<file path="src/rtl/core/double_ended_queue_defines.svh">
// Assertion macros for the deque core.
`ifndef DOUBLE_ENDED_QUEUE_DEFINES_SVH
`define DOUBLE_ENDED_QUEUE_DEFINES_SVH

// Same-cycle implication.
`define DEQ_ASSERT_NOW(lbl, ant, con, msg) \
    lbl: assert property (@(posedge i_clk) disable iff (!i_rst_n) (ant) |-> (con)) \
        else $error(msg);

// Next-cycle implication.
`define DEQ_ASSERT_NEXT(lbl, ant, con, msg) \
    lbl: assert property (@(posedge i_clk) disable iff (!i_rst_n) (ant) |=> (con)) \
        else $error(msg);

`endif

</file>
<file path="src/rtl/core/deq_pkg.sv">
package deq_pkg;

    localparam int DATA_W = 32;
    localparam int OCC_W  = 5;

    typedef enum logic [1:0] {
        CMD_PUSH_FRONT = 2'd0,
        CMD_PUSH_REAR  = 2'd1,
        CMD_POP_FRONT  = 2'd2,
        CMD_POP_REAR   = 2'd3
    } t_cmd;

    typedef enum logic [1:0] {
        ST_OK    = 2'd0,
        ST_FULL  = 2'd1,
        ST_EMPTY = 2'd2
    } t_status;

    typedef struct packed {
        t_cmd                     cmd;
        logic signed [DATA_W-1:0] push_value;
    } t_in_item;

    typedef struct packed {
        logic signed [DATA_W-1:0] pop_value;
        t_status                  status;
        logic [OCC_W-1:0]         occupancy;
    } t_out_item;

endpackage

</file>
<file path="src/rtl/core/double_ended_queue.sv">
// Bounded double-ended queue of signed 32-bit words, DEPTH entries.
// Input channel (i_in_valid / o_in_stall / i_in_data): one command per transfer,
// push front, push rear, pop front or pop rear.
// Output channel (o_out_valid / i_out_stall / o_out_data): exactly one result per
// command, in command order: popped word (0 unless a pop succeeded), status
// (ok, full on push, empty on pop) and the occupancy after the command.
// The result is registered and appears in the cycle after the command transfer.
// Throughput: one command per cycle while o_in_stall is low. Every successful
// command either writes one entry or reads one entry of the single-port-per-direction
// word memory, and pointers and count update in the same cycle, so a pop right
// after a push to the same entry reads the new word without forwarding.
// Failed commands change nothing.
// Reset: head, tail and count go to zero, no result is pending; memory
// contents are not cleared.
// Stall: while a result waits under i_out_stall, o_in_stall is raised and no
// command is taken; the result register and its read data hold.
module double_ended_queue #(
    parameter int DEPTH = 16
) (
    input  logic               i_clk,
    input  logic               i_rst_n,
    input  logic               i_in_valid,
    output logic               o_in_stall,
    input  deq_pkg::t_in_item  i_in_data,
    output logic               o_out_valid,
    input  logic               i_out_stall,
    output deq_pkg::t_out_item o_out_data
);

    `include "double_ended_queue_defines.svh"

    localparam int PW = (DEPTH > 1) ? $clog2(DEPTH) : 1;
    localparam int CW = $clog2(DEPTH + 1);
    localparam logic [PW-1:0] LAST = PW'(DEPTH - 1);

    logic [deq_pkg::DATA_W-1:0] mem [DEPTH];

    logic [PW-1:0] r_head, n_head;
    logic [PW-1:0] r_tail, n_tail;
    logic [CW-1:0] r_count, n_count;
    logic          r_valid;
    logic          r_pop_ok, n_pop_ok;
    deq_pkg::t_status r_status, n_status;
    logic [deq_pkg::DATA_W-1:0] r_rd_data;

    logic          w_acc;
    logic          w_full;
    logic          w_empty;
    logic [PW-1:0] w_head_inc, w_head_dec, w_tail_inc, w_tail_dec;
    logic          w_wr_en, w_rd_en;
    logic [PW-1:0] w_wr_addr, w_rd_addr;
    logic [31:0]   w_cnt32;

    assign o_in_stall = r_valid && i_out_stall;
    assign w_acc      = i_in_valid && !o_in_stall;
    assign w_full     = (r_count == CW'(DEPTH));
    assign w_empty    = (r_count == '0);

    assign w_head_inc = (r_head == LAST) ? '0 : r_head + PW'(1);
    assign w_head_dec = (r_head == '0) ? LAST : r_head - PW'(1);
    assign w_tail_inc = (r_tail == LAST) ? '0 : r_tail + PW'(1);
    assign w_tail_dec = (r_tail == '0) ? LAST : r_tail - PW'(1);

    always_comb begin
        n_head    = r_head;
        n_tail    = r_tail;
        n_count   = r_count;
        n_pop_ok  = 1'b0;
        n_status  = deq_pkg::ST_OK;
        w_wr_en   = 1'b0;
        w_rd_en   = 1'b0;
        w_wr_addr = r_tail;
        w_rd_addr = r_head;
        unique case (i_in_data.cmd)
            deq_pkg::CMD_PUSH_FRONT: begin
                w_wr_addr = w_head_dec;
                if (w_full) begin
                    n_status = deq_pkg::ST_FULL;
                end else begin
                    w_wr_en = w_acc;
                    n_head  = w_head_dec;
                    n_count = r_count + CW'(1);
                end
            end
            deq_pkg::CMD_PUSH_REAR: begin
                w_wr_addr = r_tail;
                if (w_full) begin
                    n_status = deq_pkg::ST_FULL;
                end else begin
                    w_wr_en = w_acc;
                    n_tail  = w_tail_inc;
                    n_count = r_count + CW'(1);
                end
            end
            deq_pkg::CMD_POP_FRONT: begin
                w_rd_addr = r_head;
                if (w_empty) begin
                    n_status = deq_pkg::ST_EMPTY;
                end else begin
                    w_rd_en  = w_acc;
                    n_pop_ok = 1'b1;
                    n_head   = w_head_inc;
                    n_count  = r_count - CW'(1);
                end
            end
            deq_pkg::CMD_POP_REAR: begin
                w_rd_addr = w_tail_dec;
                if (w_empty) begin
                    n_status = deq_pkg::ST_EMPTY;
                end else begin
                    w_rd_en  = w_acc;
                    n_pop_ok = 1'b1;
                    n_tail   = w_tail_dec;
                    n_count  = r_count - CW'(1);
                end
            end
            default: begin
                n_status = deq_pkg::ST_OK;
            end
        endcase
    end

    always_ff @(posedge i_clk) begin
        if (w_wr_en) begin
            mem[w_wr_addr] <= i_in_data.push_value;
        end
    end

    always_ff @(posedge i_clk) begin
        if (w_rd_en) begin
            r_rd_data <= mem[w_rd_addr];
        end
    end

    always_ff @(posedge i_clk) begin
        if (!i_rst_n) begin
            r_head  <= '0;
            r_tail  <= '0;
            r_count <= '0;
            r_valid <= 1'b0;
        end else begin
            if (w_acc) begin
                r_head  <= n_head;
                r_tail  <= n_tail;
                r_count <= n_count;
                r_valid <= 1'b1;
            end else if (!i_out_stall) begin
                r_valid <= 1'b0;
            end
        end
    end

    always_ff @(posedge i_clk) begin
        if (w_acc) begin
            r_pop_ok <= n_pop_ok;
            r_status <= n_status;
        end
    end

    // r_count always reflects the command whose result is on display
    assign w_cnt32                = 32'(r_count);
    assign o_out_valid            = r_valid;
    assign o_out_data.pop_value   = r_pop_ok ? r_rd_data : '0;
    assign o_out_data.status      = r_status;
    assign o_out_data.occupancy   = w_cnt32[deq_pkg::OCC_W-1:0];

    `DEQ_ASSERT_NOW(a_ptr_meet, (w_empty || w_full), (r_head == r_tail), "pointers disagree with count")
    `DEQ_ASSERT_NEXT(a_push_cnt, (w_acc && !w_full && (i_in_data.cmd == deq_pkg::CMD_PUSH_FRONT || i_in_data.cmd == deq_pkg::CMD_PUSH_REAR)), (r_count == $past(r_count) + CW'(1)), "push did not grow count")
    `DEQ_ASSERT_NOW(a_empty_res, (o_out_valid && r_status == deq_pkg::ST_EMPTY), (w_empty && !r_pop_ok), "empty status with stored words")
    `DEQ_ASSERT_NOW(a_full_res, (o_out_valid && r_status == deq_pkg::ST_FULL), (w_full && !r_pop_ok), "full status below capacity")

endmodule

</file>
<file path="config.mk">
export PLATFORM = sky130hd
export DESIGN_NAME = double_ended_queue
export DESIGN_NICKNAME = d
export VERILOG_FILES = /design/src/rtl/core/deq_pkg.sv /design/src/rtl/core/double_ended_queue.sv
export VERILOG_INCLUDE_DIRS = /design/src /design/src/rtl/core
export SDC_FILE = /design/constraint.sdc
export NUM_CORES = 1
export LEC_CHECK = 0
export BUFFER_PORTS_ARGS = -buffer_cell sky130_fd_sc_hd__buf_4
export CELL_PAD_IN_SITES_DETAIL_PLACEMENT = 1
export CELL_PAD_IN_SITES_GLOBAL_PLACEMENT = 1
export CORE_ASPECT_RATIO = 0.7
export CORE_MARGIN = 5
export CORE_UTILIZATION = 55
export CTS_BUF_LIST = sky130_fd_sc_hd__clkbuf_8
export DETAILED_ROUTE_END_ITERATION = 10
export MAX_ROUTING_LAYER = met4
export PLACE_DENSITY = 0.9
export SYNTH_ARGS = -nofsm -noshare
export SYNTH_HDL_FRONTEND = slang
export SYNTH_SLANG_ARGS = --single-unit
</file>
<file path="constraint.sdc">
create_clock -name i_clk -period 4.6 [get_ports i_clk]
set_input_delay 0.46 -clock i_clk [delete_from_list [all_inputs] [get_ports i_clk]]
set_output_delay 0.46 -clock i_clk [all_outputs]
set_load 0.005 [all_outputs]
</file>
==> Word-level counts from Yosys, hierarchy flattened <==
Memories as Yosys holds them, arrays and structs flattened. A register that Yosys moved wholly into a read port is not among the register bits.
Index checks and enable logic that the tools add are counted.
{ "word_totals": {"memories": 1, "input_bits": 38, "register_bits": 17, "word_cells": 68, "ram_bits": 512, "output_inout_bits": 41} }
{ "memory_table": {"columns": ["name", "words", "width", "rd", "rd_clocked_by_memory_dff", "wr", "line_no", "rtl"], "rows": [
  ["mem", 16, 32, 1, 1, 1, "double_ended_queue.sv:36", "logic [deq_pkg::DATA_W-1:0] mem [DEPTH];"]
]} }
{ "classes": {"addsub": 6, "n_reduce_logical": 14, "n_eq_ne": 13, "muxes": 28} }
{ "ops": {"columns": ["op", "count"], "rows": [
  ["$mux W4", 10],
  ["$mux W32", 1],
  ["$pmux W4 S2", 2],
  ["$ne A2 B2 Y1 const B", 6],
  ["$mux W1", 10],
  ["$mux W5", 2],
  ["$pmux W5 S2", 1],
  ["$add A4 B1 Y4 const B", 2],
  ["$eq A4 B4 Y1 const B", 2],
  ["$logic_not A4 Y1", 2],
  ["$reduce_and A4 Y1", 2],
  ["$sub A4 B1 Y4 const B", 2],
  ["$add A5 B1 Y5 const B", 1],
  ["$eq A5 B5 Y1 const B", 1],
  ["$logic_not A5 Y1", 1],
  ["$sub A5 B1 Y5 const B", 1],
  ["$eq A2 B2 Y1 const B", 2],
  ["$pmux W2 S2", 1],
  ["$reduce_bool A2 Y1", 2],
  ["$reduce_or A2 Y1", 2],
  ["$reduce_and A3 Y1", 1],
  ["$eq A2 B1 Y1 const B", 1],
  ["$logic_and A1 B1 Y1", 2],
  ["$logic_not A2 Y1", 1],
  ["3 further kinds", 3]
]} }

==> Longest topological paths before layout <==
Gate-level depths: netlist of run 1.
{ "logic_depth": {"ltp_word": 7, "depth_mapped": 11, "ltp_nobuf": 7} }

==> Worst setup path before layout of run 1 <==
OpenSTA, ideal clock, no wires.
{ "synth_path": {"path_kind": "flip-flop to flip-flop", "from": "register r_head[0]", "to": "memory mem[14][0] (netlist name), enable pin", "t_required_ns": 4.179, "n_path_buf": 1, "arrival_ns": 2.885, "period_less_slack_ns": 3.306, "slack_ns": 1.294, "stages_incl_launch_ff": 8, "setup_time_ns": 0.421, "path_cell_list": "dfxtp_1 -> buf_2 -> inv_1 -> ha_1 -> mux2_2 -> nor3b_1 -> nand2_1 -> nor2_1"} }
{ "synth_between": {"elab_chain_cells": 3, "elab_cells_between_ends": 4, "cone_classes": "add/sub (1); mux (2); reduce/logical (1)"} }
{ "synth_lines": {"columns": ["item", "line_no", "rtl"], "rows": [
  ["start: declaration", "double_ended_queue.sv:38", "logic [PW-1:0] r_head, n_head;"],
  ["start signal: assignment", "double_ended_queue.sv:143", "r_head <= n_head;"],
  ["$sub A4 B1 Y4 / $logic_not A4 Y1 (equally long branches)", "double_ended_queue.sv:60", "assign w_head_dec = (r_head == '0) ? LAST : r_head - PW'(1);"],
  ["$mux W4 *", "double_ended_queue.sv:60", null],
  ["$mux W4 *", "double_ended_queue.sv:74", "unique case (i_in_data.cmd)"],
  ["end: declaration", "double_ended_queue.sv:36", null]
]} }
Mark *: on every way between the ends. The rest lies on a longest branch, timed or not.

==> Worst setup path in the final report of run 1 <==
{ "layout_path": {"from": "register r_tail[0]", "to": "register r_rd_data[3] (netlist name) (read register of mem) (data pin)"} }
{ "layout_between": {"elab_chain_cells": 3, "elab_cells_between_ends": 4, "cone_classes": "add/sub (1); mux (2); reduce/logical (1)"} }
{ "layout_lines": {"columns": ["item", "line_no", "rtl"], "rows": [
  ["start: declaration", "double_ended_queue.sv:39", "logic [PW-1:0] r_tail, n_tail;"],
  ["start signal: assignment", "double_ended_queue.sv:144", "r_tail <= n_tail;"],
  ["$sub A4 B1 Y4 / $logic_not A4 Y1 (equally long branches)", "double_ended_queue.sv:62", "assign w_tail_dec = (r_tail == '0) ? LAST : r_tail - PW'(1);"],
  ["$mux W4 *", "double_ended_queue.sv:62", null],
  ["$mux W4 *", "double_ended_queue.sv:74", null],
  ["end: declaration", "double_ended_queue.sv:44", "logic [deq_pkg::DATA_W-1:0] r_rd_data;"]
]} }
Marks and branches as above.
A chain may end at the register's enable or synchronous reset.

==> flow_summary.yaml, run 1 <==
placement:
  portBuffers: 78
  pre_cts_ws_ps: 1160
  gp_congestion: 0.805
  dpl.cell_count: 1961
  post-dp-hpwl_um: 37200
  placed_area_um2: 23900
clocking:
  htreeDepth: 3
  post_cts_buffers: 0
  clk_pin_slew_ps: 70
  root_buffer: "clkbuf_8"
  clk_latency_ps: 650
  cts_tree: "done"
  clock_sinks: 561
  cts_resized: 0
  hold_buffers: 0
  cts_buffer_depth: 3
  numCtsBuffers: 85
min_path:
  min_path_type: "in -> reg"
yosys:
  synthArstFlopShare_pct: 0
  synth_enable_flop_cells: 547
  ys_types: 56
  ys_seq_area_share_pct: 74.0
  synth_area_um2: 22600
  netlist_instances: 1399
  ys.flop_type: "edfxtp_1"
  avgSynthCellArea_um2: 16.1
  ys_warn_count: 0
  ys_ff_latch: 561
  syn-num-nets: 1445
worst_setup_path:
  critPathKind: "reg -> reg"
  timing.rr.start: "r_tail[0]"
  arrival_ps: 3970
  crit_path_end_kind: "register"
  r2r_cells: 7
  endpoint: "r_rd_data[3]"
  cp.required_ps: 4990
  path_max_fanout: 32
  rr_endpoint: "r_rd_data[3]"
  start_kind: "register"
  reg2reg_setup_slack_ps: 1020
  crit_path_start: "r_tail[0]"
die:
  core-area_um2: 40800
  io_pins: 79
  start_util_pct: 55.3
  die_width_um: 252
  die_h_um: 179
  rows: 62
  die-area_um2: 45300
routing:
  ant_nets: 0
  avgViaCountPerCell: 6.62
  wl_per_cell_um: 30.4
  drt-initial-drc-count: 1698
  drt_wl_total_um: 64200
  route.detailed.drc: 0
  firstDrtPassIters: 6
  vias: 14000
timing:
  slew_violations: 0
  rsz0062_at_grt: "no"
  setup_slack_ps: 1020
  slew_headroom_pct: 10.0
  finalCritPeriodShare_pct: 77.9
  hold-worst-slack_ps: 61.6
  fmax_mhz: 279
  hold_violations: 0
  setup_viol: 0
  clock_skew_ps: 29.8
  period_needed_ps: 3580
  final.setup.tns_ps: 0
  worstMarginPinSlew_ps: 1350
finish:
  stdcell_count: 2111
  fill_cells: 3728
  layout.nets: 1550
  layout_common_cells: "edfxtp_1 (547), mux2i_1 (132), buf_4 (116), clkbuf_8 (86), nand2_1 (83)"
  fin_area_um2: 25300
  mostFrequentLayoutCell: "edfxtp_1"
  fin_util_pct: 62.0
  synthToLayoutAreaGrowth_pct: 12.2
  drive_above_1_share_pct: 16.3
flow_run:
  cap_violations: 0
power_and_ir_drop:
  vdd_drop_max_mv: 0.234
  p_leak_nw: 8.61
  power_density_nw_per_um2: 443
  power_mw: 11.2
global_route:
  overflow: 0
  grt_pass1_vias: 14800
  grt_antenna_before_repair: 1
  grt_usage_pct: 28.8
  grt_pass1_wl_um: 95400
  grt_max_degree: 86
run_status:
  status: "completed"
## worst min path at each step
| stage | start | to | slack (ps) | cells past startpoint |
|---|---|---|---|---|
| CTS | i_in_valid | o_out_valid | 20 | 2 |
| finish | i_in_valid | o_out_valid | 60 | 2 |
| floorplan | r_count[4] | r_count[4] | 530 | 2 |
| detailed placement | r_count[4] | r_count[4] | 580 | 2 |
| global route | i_in_valid | o_out_valid | 40 | 2 |
| global placement | r_count[4] | r_count[4] | 550 | 2 |
## per-layer routing
| metal | routed length (um) | global-route usage [%] | up-vias |
|---|---|---|---|
| li1 | - | - | 5835 |
| met1 | 25300 | 37.6 | 7242 |
| met2 | 31800 | 46.4 | 756 |
| met3 | 5430 | 5.87 | 134 |
| met4 | 1750 | 8.92 | 0 |
| met5 | 0 | - | - |
## registers in the layout, indices dropped and copies added (netlist names)
signal	flops
r_rd_data	32
r_tail	4
r_pop_ok	1
r_head	4
mem	512
r_status	2
r_count	5
o_out_valid	1
## cells by family (layout without fill, tap and decap cells)
kind of cell             Yosys count  after routing  synth area share [%]
AO/OA/AOI/OAI                    272            272                  9.48
XOR/XNOR                          10             10                 0.388
adder cells (fa/ha/maj)            8              8                 0.477
buffers and inverters            108            275                  2.48
flip-flops                       561            561                  74.0
multiplexers                     138            138                  6.25
other                              0              1                     0
AND/OR/NAND/NOR                  302            302                  6.91
## where the power goes
part	switching, mW	internal, mW	total [mW]
clock	1.93	1.74	3.67
sequential	0.0835	5.78	5.86
combinational	1.08	0.593	1.67
total	3.09	8.11	11.2
## critical path, stage by stage, from the launching register on
cell     delay, ps
dfxtp_1        540
inv_1          130
ha_1           270
xor2_1         340
mux2i_4        320
nor2_4        1070
a32oi_1        290
a32o_1         350
## cells in the mapped netlist (2+ instances only)
cell / n / area share (%)
edfxtp_1: 547 / 73
mux2i_1: 132 / 5.9
nand2_1: 83 / 1.4
nand3_1: 68 / 1.5
and3_1: 65 / 1.8
a211oi_1: 64 / 2.1
a32oi_1: 64 / 2.5
clkbuf_1: 50 / 0.83
and2_1: 41 / 1.1
o21ai_0: 40 / 0.89
buf_2: 33 / 0.73
a221oi_1: 32 / 1.2
a32o_1: 32 / 1.4
nor2_1: 26 / 0.43
dfxtp_1: 14 / 1.2
buf_4: 12 / 0.40
a21oi_1: 9 / 0.20
ha_1: 7 / 0.39
a21boi_0: 6 / 0.20
xnor2_1: 6 / 0.23
buf_6: 5 / 0.25
inv_1: 5 / 0.083
a21o_1: 4 / 0.13
mux2_2: 4 / 0.20
nor2b_1: 4 / 0.11
xor2_1: 4 / 0.16
o211ai_1: 3 / 0.10
o21ai_1: 3 / 0.066
o31ai_1: 3 / 0.10
mux2i_4: 2 / 0.20
nand2b_1: 2 / 0.055
nor2_2: 2 / 0.055
nor2_4: 2 / 0.10
o21a_1: 2 / 0.066
o21ba_2: 2 / 0.089
## layout make-up
| class | count | area (um2) | area share (%) |
|---|---|---|---|
| diodes | 1 | 2.50 | 0.00988 |
| clock buffers | 86 | 1180 | 4.68 |
| clock inverters | 63 | 270 | 1.07 |
| inverters | 5 | 18.8 | 0.0741 |
| multi-input cells | 730 | 5490 | 21.7 |
| flip-flops and latches | 561 | 16700 | 66.0 |
| well taps | 544 | 681 | 2.69 |
| repair buffers | 121 | 971 | 3.83 |
No activity file was read; power rests on OpenSTA's default activity.
==> run 2, diff against run 1 <==
--- a/config.mk
+++ b/config.mk
@@ -6,16 +6,17 @@
 export SDC_FILE = /design/constraint.sdc
 export NUM_CORES = 1
 export LEC_CHECK = 0
+export ABC_AREA = 1
 export BUFFER_PORTS_ARGS = -buffer_cell sky130_fd_sc_hd__buf_4
 export CELL_PAD_IN_SITES_DETAIL_PLACEMENT = 1
 export CELL_PAD_IN_SITES_GLOBAL_PLACEMENT = 1
 export CORE_ASPECT_RATIO = 0.7
 export CORE_MARGIN = 5
-export CORE_UTILIZATION = 55
+export CORE_UTILIZATION = 47
 export CTS_BUF_LIST = sky130_fd_sc_hd__clkbuf_8
 export DETAILED_ROUTE_END_ITERATION = 10
 export MAX_ROUTING_LAYER = met4
-export PLACE_DENSITY = 0.9
+export PLACE_DENSITY = 0.87
 export SYNTH_ARGS = -nofsm -noshare
 export SYNTH_HDL_FRONTEND = slang
 export SYNTH_SLANG_ARGS = --single-unit
==> constraint.sdc (replaced) <==
create_clock -name i_clk -period 2.95 [get_ports i_clk]
set_input_delay 0.295 -clock i_clk [delete_from_list [all_inputs] [get_ports i_clk]]
set_output_delay 0.295 -clock i_clk [all_outputs]
set_load 0.005 [all_outputs]
==> flow_summary.yaml, run 2 <==
routing:
  ant_nets: 0
  avgViaCountPerCell: 5.69
  wl_per_cell_um: 23.9
  firstDrtPassIters: 5
  drt-initial-drc-count: 1852
  route.detailed.drc: 0
  drt_wl_total_um: 76200
  vias: 18200
finish:
  synthToLayoutAreaGrowth_pct: 14.4
  largest_reg_flops: 512
  drive_above_1_share_pct: 10.6
  fin_area_um2: 28100
  fin_util_pct: 54.1
  stdcell_count: 3191
  fill_cells: 5594
  mostFrequentLayoutCell: "nand2_1"
  layout.nets: 2493
  largest_register: "mem"
  top_regs: "mem x512, r_rd_data x32, r_count x5"
  layout_common_cells: "nand2_1 (623), nand3_1 (586), edfxtp_1 (547), inv_1 (337), buf_4 (103)"
clocking:
  cts_tree: "done"
  htreeDepth: 3
  cts_buffer_depth: 3
  clk_latency_ps: 680
  post_cts_buffers: 0
  clock_sinks: 561
  numCtsBuffers: 87
  root_buffer: "clkbuf_8"
  clk_pin_slew_ps: 70
power_and_ir_drop:
  p_seq_share_pct: 50.4
  power_frac_clock_pct: 34.1
  p_int_mw: 12.9
  vdd_drop_max_mv: 0.400
  power_switching_mw: 5.12
  p_leak_nw: 11.8
  swShare_pct: 28.4
  pwr-share-comb_pct: 15.5
  power_mw: 18.0
  power_density_nw_per_um2: 642
placement:
  post-dp-hpwl_um: 43100
  gp_congestion: 0.869
  portBuffers: 78
  placed_area_um2: 26200
  pre_cts_ws_ps: 188
  dpl.cell_count: 3007
timing:
  clock_skew_ps: 24.5
  final.setup.tns_ps: 0
  period_needed_ps: 2760
  worstMarginPinSlew_ps: 848
  hold-worst-slack_ps: 53.1
  finalCritPeriodShare_pct: 93.6
  rsz0062_at_grt: "no"
  fmax_mhz: 362
  slew_violations: 0
  setup_slack_ps: 187
  hold_violations: 0
  slew_headroom_pct: 43.4
  setup_viol: 0
die:
  start_util_pct: 47.3
  die_width_um: 283
  die-area_um2: 57000
  io_pins: 79
  core-area_um2: 51900
  rows: 70
  die_h_um: 201
global_route:
  grt_pass1_vias: 19500
  grt_pass1_wl_um: 115000
  overflow: 0
  grt_usage_pct: 27.0
  grt_antenna_before_repair: 1
  grt_max_degree: 152
worst_setup_path:
  arrival_ps: 3110
  timing.rr.start: "r_head[0]"
  critPathTopFamily: "simple AND/OR/NAND/NOR gates"
  start_kind: "register"
  critical_path_buf_inv_count: 2
  cpMaxStageDelayCell: "dfxtp_1"
  cp.required_ps: 3290
  path_cells: "inv_1 -> ha_1 -> nand2_1 -> o21ai_0 -> nand2_1 -> o21ai_0 -> nand2_2 -> nor2_4 -> buf_4"
  path_max_fanout: 19
  cp_slowest_stage_delay_ps: 370
  reg2reg_setup_slack_ps: 190
  critPathKind: "reg -> reg"
  crit_path_end_kind: "register"
  crit_path_start: "r_head[0]"
yosys:
  ys_seq_area_share_pct: 68.1
  netlist_instances: 2328
  syn-num-nets: 2374
  ys_ff_latch: 561
  synth_top_cell_area_share_pct: 66.9
  synth_enable_flop_cells: 547
  synth_commonest_cells: "nand2_1 (625), nand3_1 (586), edfxtp_1 (547), inv_1 (312), buf_2 (89)"
  synth_area_leaders: "edfxtp_1 (67%), nand3_1 (12%), nand2_1 (9.6%), inv_1 (4.8%), buf_2 (1.8%)"
  ys_types: 26
  avgSynthCellArea_um2: 10.5
  synth_area_um2: 24500
  synth_top_area_cell: "edfxtp_1"
  synthArstFlopShare_pct: 0
  ys_warn_count: 0
  ys.flop_type: "edfxtp_1"
  synth_most_common_cell: "nand2_1"
run_status:
  status: "completed"
min_path:
  holdCritStartpoint: "i_in_valid"
  min_path_type: "in -> reg"
flow_run:
  cap_violations: 0
[run 2: tightest hold or removal path: stages]
cell and delay (ps):
buf_4 80, nand2_1 150, a21oi_1 170
[run 2: power by group through the flow]
stage          Clock [mW]  Sequential (mW)  Combinational, mW
2_1_floorplan           0             9.21               1.67
3_3_place_gp            0             9.23               2.53
3_5_place_dp            0             9.25               2.71
4_1_cts              6.23             9.08               2.78
5_1_grt              6.65             9.09               3.03
6_report             6.15             9.08               2.79
[run 2: logic make-up (layout without fill, tap and decap cells)]
logic type | Yosys count | in the layout | synth area share [%]
AND/OR/NAND/NOR | 1265 | 1265 | 22.5
flip-flops | 561 | 561 | 68.1
buffers and inverters | 453 | 631 | 7.99
AO/OA/AOI/OAI | 31 | 31 | 0.658
XOR/XNOR | 10 | 10 | 0.357
adder cells (fa/ha/maj) | 8 | 8 | 0.438
other | 0 | 1 | 0
[run 2: worst paths after layout]
kind	cells past startpoint	endpoint
setup / recovery	9	mem[9][26]
hold / removal	3	o_out_valid
setup reg to reg	9	mem[9][26]
hold reg to reg	2	o_out_valid
[run 2: what timing repair did]
action | 4_1_cts | 5_1_grt
endpoints found under the setup margin | 0 | 19
hold buffers | 35 | 0
gates resized for setup | 0 | 2
hold endpoints to repair | 526 | 0
[run 2: cell type report]
cell class / count / area (um2) / area share [%]
diodes: 1 / 2.50 / 0.00891
multi-input cells: 1314 / 6060 / 21.6
flip-flops and latches: 561 / 16700 / 59.5
repair buffers: 167 / 1700 / 6.07
well taps: 684 / 856 / 3.05
inverters: 316 / 1190 / 4.23
clock buffers: 90 / 1240 / 4.41
clock inverters: 58 / 318 / 1.13
[run 2: routing by layer]
layer | global-route usage (%) | wire, um
met1 | 32.9 | 29900
met2 | 44.8 | 37800
met3 | 5.42 | 5440
met4 | 10.7 | 3120
met5 | - | 0
==> run 3, diff against run 2 <==
--- a/config.mk
+++ b/config.mk
@@ -12,11 +12,11 @@
 export CELL_PAD_IN_SITES_GLOBAL_PLACEMENT = 1
 export CORE_ASPECT_RATIO = 0.7
 export CORE_MARGIN = 5
-export CORE_UTILIZATION = 47
+export CORE_UTILIZATION = 55
 export CTS_BUF_LIST = sky130_fd_sc_hd__clkbuf_8
 export DETAILED_ROUTE_END_ITERATION = 10
 export MAX_ROUTING_LAYER = met4
-export PLACE_DENSITY = 0.87
+export PLACE_DENSITY = 0.95
 export SYNTH_ARGS = -nofsm -noshare
 export SYNTH_HDL_FRONTEND = slang
 export SYNTH_SLANG_ARGS = --single-unit
==> constraint.sdc (replaced) <==
create_clock -name i_clk -period 3.4 [get_ports i_clk]
set_input_delay 0.34 -clock i_clk [delete_from_list [all_inputs] [get_ports i_clk]]
set_output_delay 0.34 -clock i_clk [all_outputs]
set_load 0.005 [all_outputs]
==> flow_summary.yaml, run 3 (synthesis gave the netlist of run 2 again) <==
run_status:
  status: "completed"
finish:
  multi_input_area_um2: 6060
  seqCellArea_um2: 16700
  fin_util_pct: 63.3
  antennaDiodeCount: 0
  mostFrequentLayoutCell: "nand2_1"
  fill_cells: 4667
  layout.nets: 2482
  layout_common_cells: "nand2_1 (625), nand3_1 (586), edfxtp_1 (547), inv_1 (345), buf_4 (103)"
  top_regs: "mem x512, r_rd_data x32, r_count x5"
  largest_reg_flops: 512
  synthToLayoutAreaGrowth_pct: 13.1
  largest_register: "mem"
  drive_above_1_share_pct: 10.2
global_route:
  grt_max_degree: 152
  grt_usage_pct: 32.8
  grt_antenna_before_repair: 0
  overflow: 0
  grt_pass1_vias: 20600
  grt_pass1_wl_um: 121000
placement:
  post-dp-hpwl_um: 44900
  gp_congestion: 0.847
  portBuffers: 78
timing:
  clock_skew_ps: 44.1
  worstMarginPinSlew_ps: 816
  setup_viol: 0
  final.setup.tns_ps: 0
  rsz0062_at_grt: "no"
  hold_violations: 0
  finalCritPeriodShare_pct: 89.8
  fmax_mhz: 328
  slew_violations: 0
  hold-worst-slack_ps: 119
  period_needed_ps: 3050
  slew_headroom_pct: 45.6
worst_setup_path:
  path_cells: "inv_1 -> ha_1 -> xnor2_1 -> inv_1 -> nand2_1 -> o21ai_0 -> inv_1 -> nand2_1 -> nor2_4 -> buf_4"
  cp_slowest_stage_delay_ps: 580
  critical_path_buf_inv_count: 4
  cpMaxStageDelayCell: "buf_4"
  cp.required_ps: 3670
  arrival_ps: 3320
  critPathTopFamily: "buffers and inverters"
  worst_path_most_repeated_cell: "inv_1"
  crit_path_end_kind: "register"
  start_kind: "register"
  path_max_fanout: 32
  critPathKind: "reg -> reg"
min_path:
  min_path_type: "in -> reg"
clocking:
  root_buffer: "clkbuf_8"
  cts_resized: 0
  cts_tree: "done"
  htreeDepth: 3
  numCtsBuffers: 87
  clk_latency_ps: 680
  hold_buffers: 34
  clk_pin_slew_ps: 60
  cts_buffer_depth: 3
  post_cts_buffers: 0
  clock_sinks: 561
power_and_ir_drop:
  power_switching_mw: 4.59
  p_leak_nw: 11.7
  power_density_nw_per_um2: 565
  vdd_drop_max_mv: 0.422
  pwr-share-comb_pct: 15.7
  p_seq_share_pct: 50.1
  power_frac_clock_pct: 34.1
  swShare_pct: 29.3
  p_int_mw: 11.1
routing:
  avgViaCountPerCell: 6.06
  drt_wl_total_um: 79400
  wl_per_cell_um: 25.6
  route.detailed.drc: 0
  vias: 18800
  ant_nets: 0
  drt-initial-drc-count: 2233
  firstDrtPassIters: 6
die:
  die-area_um2: 49000
  start_util_pct: 55.9
  rows: 64
  core-area_um2: 43900
  die_h_um: 187
  io_pins: 79
  die_width_um: 262
flow_run:
  cap_violations: 0
## run 3: power by group through the flow
stage,Combinational [mW],Clock (mW),Sequential (mW)
final,2.47,5.36,7.87
after global routing,2.65,5.78,7.87
after CTS,2.43,5.38,7.87
after detailed placement,2.34,0,8.01
after global placement,2.16,0,8.00
after floorplan,1.45,0,7.99
## run 3: worst paths after layout
kind	startpoint	to	slack [ps]	depth (start not counted)
worst max-delay path	r_head[0]	mem[0][12]	350	10
worst min register to register	o_out_valid	o_out_valid	530	2
worst max register to register	r_head[0]	mem[0][12]	350	10
worst min-delay path	i_in_data[32]	r_head[0]	120	4
## run 3: metal layers
layer	wire [um]	global-route usage [%]	vias to the layer above
met5	0	-	-
met2	40600	55.5	1112
li1	-	-	8028
met1	28400	38.7	9361
met4	3970	15.6	0
met3	6440	5.19	304
## run 3: through the flow
stage,std cells,worst slack (ps),power [mW],instance area (um2)
after floorplan,2328,365,9.44,24500
after global placement,2907,750,10.2,25800
after detailed placement,2907,518,10.4,25800
after CTS,3101,426,15.7,27800
after global routing,3101,264,16.3,27800
final,3101,348,15.7,27800
## run 3: worst min-delay path, stage by stage
cell and delay [ps]:
buf_4 130, nor2_1 80, nor2_1 130, nor2_1 60
## run 3: final cells by class
| type | instances | share of cell area [%] |
|---|---|---|
| well taps | 594 | 2.68 |
| inverters | 316 | 4.29 |
| repair buffers | 156 | 5.38 |
| clock buffers | 89 | 4.41 |
| multi-input cells | 1314 | 21.8 |
| clock inverters | 71 | 1.27 |
| flip-flops and latches | 561 | 60.2 |
